===== config.mk =====
export PLATFORM = sky130hd
export DESIGN_NAME = decode_rate_budget_estimator
export DESIGN_NICKNAME = d
export VERILOG_FILES = /design/src/sv/drbe_pkg.sv /design/src/sv/drbe_div.sv /design/src/sv/drbe_mul.sv /design/src/sv/decode_rate_budget_estimator.sv
export VERILOG_INCLUDE_DIRS = /design/src /design/src/sv
export SDC_FILE = /design/constraint.sdc
export NUM_CORES = 1
export LEC_CHECK = 0
export BUFFER_PORTS_ARGS = -buffer_cell sky130_fd_sc_hd__clkbuf_2
export CORE_ASPECT_RATIO = 1.4
export CORE_MARGIN = 2
export CORE_UTILIZATION = 42
export CTS_CLUSTER_DIAMETER = 80
export CTS_CLUSTER_SIZE = 28
export DETAILED_ROUTE_END_ITERATION = 10
export PLACE_DENSITY = 0.65
export SLEW_MARGIN = 30
export SYNTH_ARGS = -nofsm -noshare
export SYNTH_HDL_FRONTEND = slang
export SYNTH_HIERARCHICAL = 1
export SYNTH_SLANG_ARGS = --single-unit

===== constraint.sdc =====
create_clock -name clk -period 15.6 [get_ports clk]
set_clock_uncertainty 0.2 [all_clocks]
set_input_delay 2.34 -clock clk [delete_from_list [all_inputs] [get_ports clk]]
set_output_delay 2.34 -clock clk [all_outputs]
set_load 0.03 [all_outputs]

===== src/sv/assert_macros.svh =====
// ----------------------------------------------------------------------------
// Assertion macros
// Shared shorthand for clocked assertions with asynchronous reset disable.
// ----------------------------------------------------------------------------
`ifndef ASSERT_MACROS_SVH
`define ASSERT_MACROS_SVH

// The property must hold at every rising clock edge outside reset.
`define ASSERT_HOLDS(label, clk_sig, rst_n_sig, prop, msg) \
	label: assert property (@(posedge clk_sig) disable iff (!rst_n_sig) (prop)) \
		else $error(msg);

// The condition must never be true at a rising clock edge outside reset.
`define ASSERT_NEVER(label, clk_sig, rst_n_sig, cond, msg) \
	label: assert property (@(posedge clk_sig) disable iff (!rst_n_sig) !(cond)) \
		else $error(msg);

`endif


===== src/sv/drbe_pkg.sv =====
// ----------------------------------------------------------------------------
// drbe_pkg
// Types and constants shared by the decode rate budget estimator.
// ----------------------------------------------------------------------------
`default_nettype none

package drbe_pkg;

	localparam int MS_W     = 16;
	localparam int MBS_W    = 17;
	localparam int RATE_W   = 16;
	localparam int FRAME_W  = 13;
	localparam int CFG_IDX_W = 3;
	localparam int CFG_DATA_W = 16;
	localparam int Q8_SHIFT = 8;

	// Sample division: (count << 8) / elapsed.
	localparam int DIVIDEND_W = MBS_W + Q8_SHIFT;
	localparam int DIVISOR_W  = MS_W;

	// Budget product: usable * rate.
	localparam int PROD_W   = MS_W + RATE_W;
	localparam int BUDGET_W = PROD_W - Q8_SHIFT;

	// Macroblock grid from the frame size.
	localparam int MB_SIDE_LOG2 = 4;
	localparam int MB_DIM_W     = FRAME_W + 1 - MB_SIDE_LOG2;
	localparam int TOTAL_W      = 2 * MB_DIM_W;

	localparam logic [CFG_IDX_W-1:0] REG_MIN_SPARE    = 3'd0;
	localparam logic [CFG_IDX_W-1:0] REG_GUARD        = 3'd1;
	localparam logic [CFG_IDX_W-1:0] REG_DEFAULT_RATE = 3'd2;
	localparam logic [CFG_IDX_W-1:0] REG_FRAME_WIDTH  = 3'd3;
	localparam logic [CFG_IDX_W-1:0] REG_FRAME_HEIGHT = 3'd4;

	localparam logic [MS_W-1:0]    RST_MIN_SPARE    = 16'd4;
	localparam logic [MS_W-1:0]    RST_GUARD        = 16'd2;
	localparam logic [RATE_W-1:0]  RST_DEFAULT_RATE = 16'd256;
	localparam logic [FRAME_W-1:0] RST_FRAME_WIDTH  = 13'd320;
	localparam logic [FRAME_W-1:0] RST_FRAME_HEIGHT = 13'd240;

	localparam logic FUNC_SAMPLE = 1'b0;
	localparam logic FUNC_QUERY  = 1'b1;

	typedef enum logic [2:0] {
		S_IDLE,
		S_DIV,
		S_BLEND,
		S_MUL,
		S_CLAMP,
		S_DONE
	} state_t;

	typedef struct packed {
		logic in_ready;
		logic div_start;
		logic mul_start;
		logic out_load;
	} ctrl_t;

endpackage

`default_nettype wire


===== src/sv/drbe_div.sv =====
// ----------------------------------------------------------------------------
// drbe_div
// Bit-serial restoring divider, one quotient bit per cycle.
// ----------------------------------------------------------------------------
`default_nettype none

module drbe_div #(
	parameter int DIVIDEND_W = 25,
	parameter int DIVISOR_W  = 16
) (
	input  wire logic                  clk,
	input  wire logic                  arst_n,
	input  wire logic                  start,
	input  wire logic [DIVIDEND_W-1:0] dividend,
	input  wire logic [DIVISOR_W-1:0]  divisor,
	output logic                       busy,
	output logic                       done,
	output logic [DIVIDEND_W-1:0]      quotient
);

	localparam int CNT_W = $clog2(DIVIDEND_W);
	localparam logic [CNT_W-1:0] LAST_STEP = CNT_W'(DIVIDEND_W - 1);

	logic                  busy_q;
	logic                  done_q;
	logic [CNT_W-1:0]      cnt_q;
	logic [DIVIDEND_W-1:0] quo_q;
	logic [DIVISOR_W-1:0]  rem_q;
	logic [DIVISOR_W-1:0]  divisor_q;

	logic [DIVISOR_W:0]    trial;
	logic [DIVISOR_W:0]    diff;
	logic                  fits;

	// Bring down the next dividend bit and try a subtraction.
	always_comb begin
		trial = {rem_q, quo_q[DIVIDEND_W-1]};
		diff  = trial - {1'b0, divisor_q};
		fits  = trial >= {1'b0, divisor_q};
	end

	always_ff @(posedge clk or negedge arst_n) begin
		if (!arst_n) begin
			busy_q <= 1'b0;
			done_q <= 1'b0;
			cnt_q  <= '0;
		end else begin
			done_q <= busy_q && (cnt_q == LAST_STEP);
			if (start) begin
				busy_q <= 1'b1;
				cnt_q  <= '0;
			end else if (busy_q) begin
				if (cnt_q == LAST_STEP) begin
					busy_q <= 1'b0;
				end
				cnt_q <= cnt_q + 1'b1;
			end
		end
	end

	always_ff @(posedge clk) begin
		if (start) begin
			quo_q     <= dividend;
			rem_q     <= '0;
			divisor_q <= divisor;
		end else if (busy_q) begin
			quo_q <= {quo_q[DIVIDEND_W-2:0], fits};
			rem_q <= fits ? diff[DIVISOR_W-1:0] : trial[DIVISOR_W-1:0];
		end
	end

	assign busy     = busy_q;
	assign done     = done_q;
	assign quotient = quo_q;

endmodule

`default_nettype wire


===== src/sv/drbe_mul.sv =====
// ----------------------------------------------------------------------------
// drbe_mul
// Bit-serial shift-and-add multiplier, one multiplier bit per cycle.
// ----------------------------------------------------------------------------
`default_nettype none

module drbe_mul #(
	parameter int A_W = 16,
	parameter int B_W = 16
) (
	input  wire logic             clk,
	input  wire logic             arst_n,
	input  wire logic             start,
	input  wire logic [A_W-1:0]   mcand,
	input  wire logic [B_W-1:0]   mplier,
	output logic                  busy,
	output logic                  done,
	output logic [A_W+B_W-1:0]    product
);

	localparam int CNT_W = $clog2(B_W);
	localparam logic [CNT_W-1:0] LAST_STEP = CNT_W'(B_W - 1);

	logic                  busy_q;
	logic                  done_q;
	logic [CNT_W-1:0]      cnt_q;
	logic [A_W-1:0]        mcand_q;
	logic [A_W+B_W-1:0]    prod_q;
	logic [A_W:0]          partial;

	// The low half holds the multiplier bits not yet used; the high half
	// accumulates and shifts right into the low half as bits retire.
	always_comb begin
		partial = {1'b0, prod_q[A_W+B_W-1:B_W]} + (prod_q[0] ? {1'b0, mcand_q} : '0);
	end

	always_ff @(posedge clk or negedge arst_n) begin
		if (!arst_n) begin
			busy_q <= 1'b0;
			done_q <= 1'b0;
			cnt_q  <= '0;
		end else begin
			done_q <= busy_q && (cnt_q == LAST_STEP);
			if (start) begin
				busy_q <= 1'b1;
				cnt_q  <= '0;
			end else if (busy_q) begin
				if (cnt_q == LAST_STEP) begin
					busy_q <= 1'b0;
				end
				cnt_q <= cnt_q + 1'b1;
			end
		end
	end

	always_ff @(posedge clk) begin
		if (start) begin
			mcand_q <= mcand;
			prod_q  <= {{A_W{1'b0}}, mplier};
		end else if (busy_q) begin
			prod_q <= {partial, prod_q[B_W-1:1]};
		end
	end

	assign busy    = busy_q;
	assign done    = done_q;
	assign product = prod_q;

endmodule

`default_nettype wire


===== src/sv/decode_rate_budget_estimator.sv =====
// ----------------------------------------------------------------------------
// decode_rate_budget_estimator
// Running Q8 decode rate average and macroblock budget for spare time.
// ----------------------------------------------------------------------------
// One item is in work at a time and each gives one result. A rate sample
// runs the bit-serial divider for 25 steps, one quotient bit per cycle.
// A budget query runs the bit-serial multiplier for 16 steps. An empty
// sample, or a query with spare time under the minimum, skips the
// arithmetic. The result sits in an output register, so the next item
// can be taken while it waits to be read. Configuration writes take
// effect at once and should only be made idle.
`default_nettype none

`include "assert_macros.svh"

module decode_rate_budget_estimator (
	input  wire logic                                 clk,
	input  wire logic                                 arst_n,
	// Configuration write port
	input  wire logic                                 cfg_we,
	input  wire logic [drbe_pkg::CFG_IDX_W-1:0]       cfg_index,
	input  wire logic [drbe_pkg::CFG_DATA_W-1:0]      cfg_data,
	// Input channel
	input  wire logic                                 in_valid,
	output logic                                      in_ready,
	input  wire logic                                 func,
	input  wire logic [drbe_pkg::MS_W-1:0]            elapsed_time,
	input  wire logic [drbe_pkg::MBS_W-1:0]           mb_count,
	input  wire logic [drbe_pkg::MS_W-1:0]            spare_time,
	input  wire logic [drbe_pkg::MBS_W-1:0]           pic_size_mbs,
	// Result channel
	output logic                                      out_valid,
	input  wire logic                                 out_ready,
	output logic [drbe_pkg::MBS_W-1:0]                budget_mbs,
	output logic [drbe_pkg::RATE_W-1:0]               avg_rate_q8
);

	localparam int MS_W      = drbe_pkg::MS_W;
	localparam int MBS_W     = drbe_pkg::MBS_W;
	localparam int RATE_W    = drbe_pkg::RATE_W;
	localparam int FRAME_W   = drbe_pkg::FRAME_W;
	localparam int DIVIDEND_W = drbe_pkg::DIVIDEND_W;
	localparam int PROD_W    = drbe_pkg::PROD_W;
	localparam int BUDGET_W  = drbe_pkg::BUDGET_W;
	localparam int MB_DIM_W  = drbe_pkg::MB_DIM_W;
	localparam int TOTAL_W   = drbe_pkg::TOTAL_W;
	localparam int BLEND_W   = DIVIDEND_W + 1;

	// Configuration registers
	logic [MS_W-1:0]    min_spare_q;
	logic [MS_W-1:0]    guard_q;
	logic [RATE_W-1:0]  def_rate_q;
	logic [FRAME_W-1:0] frame_w_q;
	logic [FRAME_W-1:0] frame_h_q;

	// Item state
	drbe_pkg::state_t state_q, state_next;
	drbe_pkg::ctrl_t  ctrl;
	logic [RATE_W-1:0]  avg_q;
	logic [MBS_W-1:0]   budget_q;
	logic [MBS_W-1:0]   done_mbs_q;
	logic [MBS_W-1:0]   pic_q;
	logic [TOTAL_W-1:0] total_q;
	logic [TOTAL_W-1:0] remain_q;
	logic               out_valid_q;
	logic [MBS_W-1:0]   out_budget_q;
	logic [RATE_W-1:0]  out_avg_q;

	logic in_xfer;
	logic sample_ok;
	logic query_low;
	logic out_free;

	logic [MS_W-1:0]       usable;
	logic [RATE_W-1:0]     rate;
	logic                  div_busy, div_done;
	logic [DIVIDEND_W-1:0] quotient;
	logic                  mul_busy, mul_done;
	logic [PROD_W-1:0]     product;

	logic [DIVIDEND_W-1:0] sample;
	logic [BLEND_W-1:0]    blend_sum;
	logic [MB_DIM_W-1:0]   w_mbs, h_mbs;
	logic [TOTAL_W-1:0]    grid_mbs;
	logic [BUDGET_W-1:0]   raw_budget;
	logic [BUDGET_W-1:0]   floor_budget;
	logic [BUDGET_W-1:0]   cap_budget;
	logic [MBS_W-1:0]      final_budget;

	// ------------------------------------------------------------------
	// Configuration
	// ------------------------------------------------------------------
	always_ff @(posedge clk or negedge arst_n) begin
		if (!arst_n) begin
			min_spare_q <= drbe_pkg::RST_MIN_SPARE;
			guard_q     <= drbe_pkg::RST_GUARD;
			def_rate_q  <= drbe_pkg::RST_DEFAULT_RATE;
			frame_w_q   <= drbe_pkg::RST_FRAME_WIDTH;
			frame_h_q   <= drbe_pkg::RST_FRAME_HEIGHT;
		end else if (cfg_we) begin
			unique case (cfg_index)
				drbe_pkg::REG_MIN_SPARE:    min_spare_q <= cfg_data;
				drbe_pkg::REG_GUARD:        guard_q     <= cfg_data;
				drbe_pkg::REG_DEFAULT_RATE: def_rate_q  <= cfg_data;
				drbe_pkg::REG_FRAME_WIDTH:  frame_w_q   <= cfg_data[FRAME_W-1:0];
				drbe_pkg::REG_FRAME_HEIGHT: frame_h_q   <= cfg_data[FRAME_W-1:0];
				default: begin
				end
			endcase
		end
	end

	// ------------------------------------------------------------------
	// Item decode at the input transfer
	// ------------------------------------------------------------------
	assign in_xfer   = in_valid && ctrl.in_ready;
	assign sample_ok = (elapsed_time != '0) && (mb_count != '0);
	assign query_low = spare_time < min_spare_q;
	assign out_free  = !out_valid_q || out_ready;

	assign usable = (spare_time > guard_q) ? (spare_time - guard_q) : MS_W'(1);
	assign rate   = (avg_q != '0) ? avg_q : def_rate_q;

	drbe_div #(
		.DIVIDEND_W (DIVIDEND_W),
		.DIVISOR_W  (drbe_pkg::DIVISOR_W)
	) u_div (
		.clk      (clk),
		.arst_n   (arst_n),
		.start    (ctrl.div_start),
		.dividend ({mb_count, {drbe_pkg::Q8_SHIFT{1'b0}}}),
		.divisor  (elapsed_time),
		.busy     (div_busy),
		.done     (div_done),
		.quotient (quotient)
	);

	drbe_mul #(
		.A_W (RATE_W),
		.B_W (MS_W)
	) u_mul (
		.clk     (clk),
		.arst_n  (arst_n),
		.start   (ctrl.mul_start),
		.mcand   (rate),
		.mplier  (usable),
		.busy    (mul_busy),
		.done    (mul_done),
		.product (product)
	);

	// ------------------------------------------------------------------
	// Sequencer
	// ------------------------------------------------------------------
	always_comb begin
		state_next = state_q;
		unique case (state_q)
			drbe_pkg::S_IDLE: begin
				if (in_valid) begin
					if (func == drbe_pkg::FUNC_SAMPLE) begin
						state_next = sample_ok ? drbe_pkg::S_DIV : drbe_pkg::S_DONE;
					end else begin
						state_next = query_low ? drbe_pkg::S_DONE : drbe_pkg::S_MUL;
					end
				end
			end
			drbe_pkg::S_DIV: begin
				if (div_done) begin
					state_next = drbe_pkg::S_BLEND;
				end
			end
			drbe_pkg::S_BLEND: state_next = drbe_pkg::S_DONE;
			drbe_pkg::S_MUL: begin
				if (mul_done) begin
					state_next = drbe_pkg::S_CLAMP;
				end
			end
			drbe_pkg::S_CLAMP: state_next = drbe_pkg::S_DONE;
			drbe_pkg::S_DONE: begin
				if (out_free) begin
					state_next = drbe_pkg::S_IDLE;
				end
			end
			default: state_next = drbe_pkg::S_IDLE;
		endcase
	end

	always_comb begin
		ctrl = '0;
		unique case (state_q)
			drbe_pkg::S_IDLE: begin
				ctrl.in_ready  = 1'b1;
				ctrl.div_start = in_valid && (func == drbe_pkg::FUNC_SAMPLE) && sample_ok;
				ctrl.mul_start = in_valid && (func == drbe_pkg::FUNC_QUERY) && !query_low;
			end
			drbe_pkg::S_DONE: ctrl.out_load = out_free;
			default: begin
			end
		endcase
	end

	always_ff @(posedge clk or negedge arst_n) begin
		if (!arst_n) begin
			state_q <= drbe_pkg::S_IDLE;
		end else begin
			state_q <= state_next;
		end
	end

	// ------------------------------------------------------------------
	// Average update
	// ------------------------------------------------------------------
	assign sample    = (quotient == '0) ? DIVIDEND_W'(1) : quotient;
	assign blend_sum = BLEND_W'({avg_q, 1'b0}) + BLEND_W'(avg_q) + BLEND_W'(sample)
		+ BLEND_W'(2);

	always_ff @(posedge clk or negedge arst_n) begin
		if (!arst_n) begin
			avg_q <= '0;
		end else if (state_q == drbe_pkg::S_BLEND) begin
			// A first sample loads the average; later ones blend 3:1 with rounding.
			if (avg_q == '0) begin
				avg_q <= sample[RATE_W-1:0];
			end else begin
				avg_q <= blend_sum[RATE_W+1:2];
			end
		end
	end

	// ------------------------------------------------------------------
	// Budget
	// ------------------------------------------------------------------
	assign w_mbs    = MB_DIM_W'(((FRAME_W+1)'(frame_w_q) + (FRAME_W+1)'(15))
		>> drbe_pkg::MB_SIDE_LOG2);
	assign h_mbs    = MB_DIM_W'(((FRAME_W+1)'(frame_h_q) + (FRAME_W+1)'(15))
		>> drbe_pkg::MB_SIDE_LOG2);
	assign grid_mbs = w_mbs * h_mbs;

	// Picture size and the macroblocks left settle while the multiplier runs.
	always_ff @(posedge clk) begin
		if (in_xfer) begin
			done_mbs_q <= mb_count;
			pic_q      <= pic_size_mbs;
		end
		if (state_q == drbe_pkg::S_MUL) begin
			total_q  <= (pic_q != '0) ? TOTAL_W'(pic_q) : grid_mbs;
			remain_q <= (total_q > TOTAL_W'(done_mbs_q)) ? (total_q - TOTAL_W'(done_mbs_q))
				: TOTAL_W'(1);
		end
	end

	assign raw_budget   = product[PROD_W-1:drbe_pkg::Q8_SHIFT];
	assign floor_budget = (raw_budget == '0) ? BUDGET_W'(1) : raw_budget;
	assign cap_budget   = (floor_budget > BUDGET_W'(remain_q)) ? BUDGET_W'(remain_q)
		: floor_budget;
	assign final_budget = (cap_budget > BUDGET_W'({MBS_W{1'b1}})) ? {MBS_W{1'b1}}
		: cap_budget[MBS_W-1:0];

	always_ff @(posedge clk) begin
		if (in_xfer) begin
			budget_q <= '0;
		end else if (state_q == drbe_pkg::S_CLAMP) begin
			budget_q <= final_budget;
		end
	end

	// ------------------------------------------------------------------
	// Output register
	// ------------------------------------------------------------------
	always_ff @(posedge clk or negedge arst_n) begin
		if (!arst_n) begin
			out_valid_q <= 1'b0;
		end else if (ctrl.out_load) begin
			out_valid_q <= 1'b1;
		end else if (out_ready) begin
			out_valid_q <= 1'b0;
		end
	end

	always_ff @(posedge clk) begin
		if (ctrl.out_load) begin
			out_budget_q <= budget_q;
			out_avg_q    <= avg_q;
		end
	end

	assign in_ready    = ctrl.in_ready;
	assign out_valid   = out_valid_q;
	assign budget_mbs  = out_budget_q;
	assign avg_rate_q8 = out_avg_q;

	// ------------------------------------------------------------------
	// Assertions
	// ------------------------------------------------------------------
	`ASSERT_NEVER(a_units_exclusive, clk, arst_n, div_busy && mul_busy,
		"divider and multiplier busy at once")
	`ASSERT_NEVER(a_idle_units_quiet, clk, arst_n, ctrl.in_ready && (div_busy || mul_busy),
		"arithmetic unit busy while taking a new item")
	`ASSERT_HOLDS(a_query_keeps_avg, clk, arst_n,
		(state_q == drbe_pkg::S_MUL) |=> (avg_q == $past(avg_q)),
		"budget query changed the running average")
	`ASSERT_HOLDS(a_low_spare_zero, clk, arst_n,
		(in_xfer && (func == drbe_pkg::FUNC_QUERY) && query_low) |=> (budget_q == '0),
		"query under minimum spare time gave a nonzero budget")

endmodule

`default_nettype wire

-- Yosys cells after proc, flatten, opt, wreduce, memory -nomap -nowiden
Cells that the tools add are included.
- add/sub/neg operators: 11
- $mul: 1
- $lt $le $gt $ge: 6
- equal/unequal tests: 15
- muxes and demuxes: 36
- bitwise operators: 1
- reduce and logical (&&, ||, !) cells: 30
- operators with widths (operator ; count):
    $mux W16 ; 7
    $mux W25 ; 2
    $mux W24 ; 2
    $mux W17 ; 2
    $reduce_bool A17 Y1 ; 2
    $reduce_bool A16 Y1 ; 2
    $sub A16 B16 Y16 ; 2
    $add A13 B4 Y14 const B ; 2
    $logic_not A25 Y1 ; 1
    $gt A24 B17 Y1 const B ; 1
    $gt A24 B20 Y1 ; 1
    $logic_not A24 Y1 ; 1
    $mux W3 ; 8
    $gt A20 B17 Y1 ; 1
    $mul A10 B10 Y20 ; 1
    $sub A20 B17 Y20 ; 1
    $add A17 B16 Y18 ; 1
    $add A18 B18 Y18 ; 1
    $add A18 B2 Y18 const B ; 1
    $mux W18 ; 1
    $add A16 B16 Y17 ; 1
    $ge A17 B16 Y1 ; 1
    $gt A16 B16 Y1 ; 1
    $logic_not A16 Y1 ; 1
    other kinds (23) ; 56
- register bits after elaboration: 336
- bits of input ports: 91
- logic and storage cells: 129

-- Depth between registers and ports, before layout
- word-level depth: 6
- mapped depth: 25

-- Cells and area by module
Netlist, hierarchy kept.
- by module, submodules not included (module ; instances ; cells each ; area each (µm²) ; seq. area each (µm²)):
    decode_rate_budget_estimator ; 1 ; 1560 ; 15513.6 ; 5916.9
    drbe_div ; 1 ; 334 ; 3570.9 ; 1726.7
    drbe_mul ; 1 ; 238 ; 2802.7 ; 1431.4

-- Least setup slack after synthesis
No wires, ideal clock.
- kind: reg2reg
- from: register frame_h_q[0]
- to: register total_q[14] (data pin)
- library setup time: 0.254 ns
- arrival: 6.163 ns
- data required time: 15.146 ns
- path slack: 8.984 ns
- stages on the path, launching flop included: 25
- period minus slack after synthesis: 6.616 ns
- cell sequence: dfrtp_1 -> nor4_1 -> and2b_4 -> nand4_1 -> nor2_1 -> nand2_1 -> xor2_1 -> nor2_1 -> fa_1 -> fa_1 -> inv_1 -> fa_1 -> inv_1 -> fa_1 -> inv_1 -> fa_1 -> inv_1 -> ha_1 -> o21a_1 -> a21oi_1 -> o21ai_1 -> a2111oi_0 -> nor3_1 -> xor2_1 -> a21o_1
- cells in the longest elaborated chain, start to end: 3
- ends and longest elaborated chain (element ; line ; text):
    from (decl) ; decode_rate_budget_estimator.sv:54 ; logic [FRAME_W-1:0] frame_h_q;
    from (signal assigned) ; decode_rate_budget_estimator.sv:99 ; frame_h_q <= drbe_pkg::RST_FRAME_HEIGHT;
    from (signal assigned) ; decode_rate_budget_estimator.sv:106 ; drbe_pkg::REG_FRAME_HEIGHT: frame_h_q <= cfg_data[FRAME_W-1:0];
    $add A13 B4 Y14 ; decode_rate_budget_estimator.sv:235 ; assign h_mbs = MB_DIM_W'(((FRAME_W+1)'(frame_h_q) + (FRAME_W+1)'(15))
    $mul A10 B10 Y20 ; decode_rate_budget_estimator.sv:237 ; assign grid_mbs = w_mbs * h_mbs;
    $mux W17 ; decode_rate_budget_estimator.sv:246 ; total_q <= (pic_q != '0) ? TOTAL_W'(pic_q) : grid_mbs;
    to (signal assigned) ; decode_rate_budget_estimator.sv:246 ;
    to (decl) ; decode_rate_budget_estimator.sv:63 ; logic [TOTAL_W-1:0] total_q;
No other way between the ends.
A chain may end at the register's enable or synchronous reset.

-- Final worst setup path
Same ends and word-level chain as after synthesis.

==> flow_summary.ini <==
[pwr]
p_switching_uw = 2420
ir_drop_uv = 215
swShare_pct = 45.7
intPower_uw = 2880
combPwrFrac_pct = 61.5
pwr-share-seq_pct = 27.5
p_leak_uw = 0.0104
powerDensity_nw_per_um2 = 222
clkPwrFrac_pct = 11.0

[clocking]
cts_hold_buf = 0
post_cts_buffers = 0
cts_root_buffer = clkbuf_16
h-tree-depth = 1
clk_pin_slew_ns = 0.11
clock_path_buffers = 3
cts_sinks = 336
cts_buffers = 19
cts_tree = done
clkLatencyLatePin_ns = 0.57
ctsResizeCount = 0

[final_layout]
multiInputGateArea_um2 = 11800
num-fill-cells = 4904
final_nets = 2560
area_delta_synth_final_pct = 8.97
final_layout_size_suffix_gt1_share_pct = 14.8
seq_area_um2 = 9070

[global_route]
grt-ovfl-total = 0
grtUsageTotal_pct = 19.9
grt_first_pass_wirelength_mm = 84.7
grt_antenna_before_repair = 2
grt_pass1_vias = 15995
grt_max_degree = 66

[route]
num_vias = 15757
drtAntennaViolNets = 0
routed_wl_mm = 52.8
drt-initial-drc-count = 873
drcViolationCount = 0
viasPerCell = 5.48
wl_per_cell_um = 18.3
drt_first_pass_iters = 7

[run]
drv_cap = 0

[timing]
rsz0062_at_grt = false
max_freq_mhz = 137
min_period_ns = 7.31
worst_slack_ns = 8.29
setup_viol = 0
min_period_over_period_pct = 46.8
drv_slew = 0
worst_pin_slew_ns = 0.963
timing.setup.tns_ns = 0
hold_viol = 0
maxSlewHeadroom_pct = 35.4

[synth]
yosys-top-cells-area = edfxtp_1 (25%), dfrtp_1 (11%), ha_1 (10%)
synth_top_cell_by_area = edfxtp_1
syn_inst = 2132
seq_area_frac_synth_pct = 41.5
yosysTopAreaCellShare_pct = 24.7
synthTopCellsByCount = nor2_1 (223), inv_1 (187), ha_1 (183), edfxtp_1 (180), nand2_1 (146)
synth_edf_count = 180
async_flop_share_pct = 31.8
yosysWarnings = 6
syn_area_per_cell_um2 = 10.3
ys_seq_elements = 336
synth_most_common_cell = nor2_1
synth.distinct_cells = 92
synthFlopType = edfxtp_1
synth_area_um2 = 21900

[placed_design]
place_ws_ns = 8.36
portBuffers = 125
dp_hpwl_mm = 41.7
globalplace.congestion = 0.866

[critical_path]
crit_fanout = 10
critPathRequiredTime_ns = 15.71
endpoint_kind = flip-flop
crit_arrival_ns = 7.42
crit_type = reg2reg
worstSetupStartpointType = flip-flop

[floorplan]
initial_core_util_pct = 42.3
die_area_um2 = 54000
ios = 126
die_x_um = 197
coreArea_um2 = 51800
fp-row-count = 99
dieHeight_um = 274

[worst_hold_path]
hold_path_class = reg2reg

[run_status]
run_status = completed
## sequential cells by signal, indices dropped and copies added (netlist names), 3 cells and up
register / count
u_mul/product: 32
u_div/quotient: 25
remain_q: 20
total_q: 20
budget_mbs: 17
budget_q: 17
done_mbs_q: 17
pic_q: 17
avg_q: 16
avg_rate_q8: 16
def_rate_q: 16
guard_q: 16
min_spare_q: 16
u_div/divisor_q: 16
u_div/rem_q: 16
u_mul/mcand_q: 16
frame_h_q: 13
frame_w_q: 13
u_div/cnt_q: 5
u_mul/cnt_q: 4
state_q: 3
## power groups by stage
stage	registers [uW]	clock network, uW	logic [uW]
2_1_floorplan	1390	0	2580
3_3_place_gp	1470	0	3180
3_5_place_dp	1480	0	3250
4_1_cts	1460	603	3270
5_1_grt	1490	633	3720
6_report	1460	584	3250
## layer usage
metal	part of all wire [%]	global-route usage, %	routed length [um]
met1	40	23.1	20900
met2	51	36.2	26900
met3	4.7	3.09	2470
met4	4.6	8.77	2450
met5	0.044	0	23
## cell families (layout without fill, tap and decap cells)
kind of cell	count (synthesis)	count (layout)	synth area share [%]
flops	336	336	41.5
fa+ha+maj	263	263	17.8
xor+xnor	100	100	4.00
buf+inv	284	364	5.06
simple gates	631	631	13.7
other cells	1	9	0.0171
mux	94	94	4.78
compound gates	423	423	13.2
## worst paths after layout
check | startpoint | cells after the start | end | slack [ns]
max | frame_h_q[0]$_DFFE_PN0P_ | 24 | total_q[14]$_DFFE_PN_ | 8.29
min | budget_q[4]$_SDFFE_PP0N_ | 0 | budget_mbs[4]$_DFFE_PP_ | 0.24
max reg2reg | frame_h_q[0]$_DFFE_PN0P_ | 24 | total_q[14]$_DFFE_PN_ | 8.29
min reg2reg | budget_q[4]$_SDFFE_PP0N_ | 0 | budget_mbs[4]$_DFFE_PP_ | 0.24
max in group asynchronous | arst_n | 2 | avg_q[10]$_DFFE_PN0N_ | 12.58
min in group asynchronous | arst_n | 1 | min_spare_q[4]$_DFFE_PN0P_ | 1.57
## critical path, cell delays in order, from the launching register on
cell and delay (ns):
dfrtp_1 0.39, nor4_1 0.58, and2b_4 0.29, nand4_1 0.13
nor2_1 0.12, nand2_1 0.10, xor2_1 0.69, nor2_1 0.17
fa_1 0.48, fa_1 0.54, inv_1 0.05, fa_1 0.47
inv_1 0.05, fa_1 0.53, inv_1 0.05, fa_1 0.52
inv_1 0.04, ha_1 0.33, o21a_1 0.13, a21oi_1 0.18
o21ai_1 0.15, a2111oi_0 0.41, nor3_1 0.12, xor2_1 0.15
a21o_1 0.18
## per-stage QoR
stage               utilization (%)  area (um^2)  instances  power, uW  hold slack (ns)
floorplan                         -        21900       2139       3970            0.203
global placement               44.7        23100       2840       4650            0.216
detailed placement             44.8        23200       2841       4730            0.221
CTS                            46.0        23800       2875       5330            0.245
global route                   46.1        23800       2875       5840            0.249
finish                         46.1        23900       2876       5290            0.244
## layout make-up
class | instances | area share [%]
multi-input cells | 1519 | 49.6
repair buffers | 141 | 3.24
clock inverters | 10 | 0.603
well taps | 656 | 3.44
diodes | 1 | 0.0105
inverters | 189 | 2.97
clock buffers | 24 | 2.11
flip-flops and latches | 336 | 38.0
## cells in the final DEF (no fill, tap or decap), types with 24 or more instances in the layout
cell type	count
mux2_2	84
inv_1	187
clkbuf_2	124
a21oi_1	83
edfxtp_1	180
ha_1	183
fa_1	80
dfxtp_1	49
xnor2_1	53
nand3_1	41
nand4_1	26
nor3_1	34
o21ai_0	108
and2_1	27
nand2b_1	28
xor2_1	46
a21o_1	56
nor4_1	24
nand2_1	145
dfrtp_1	98
nor2_1	218
No activity file was read; power rests on OpenSTA's default activity.
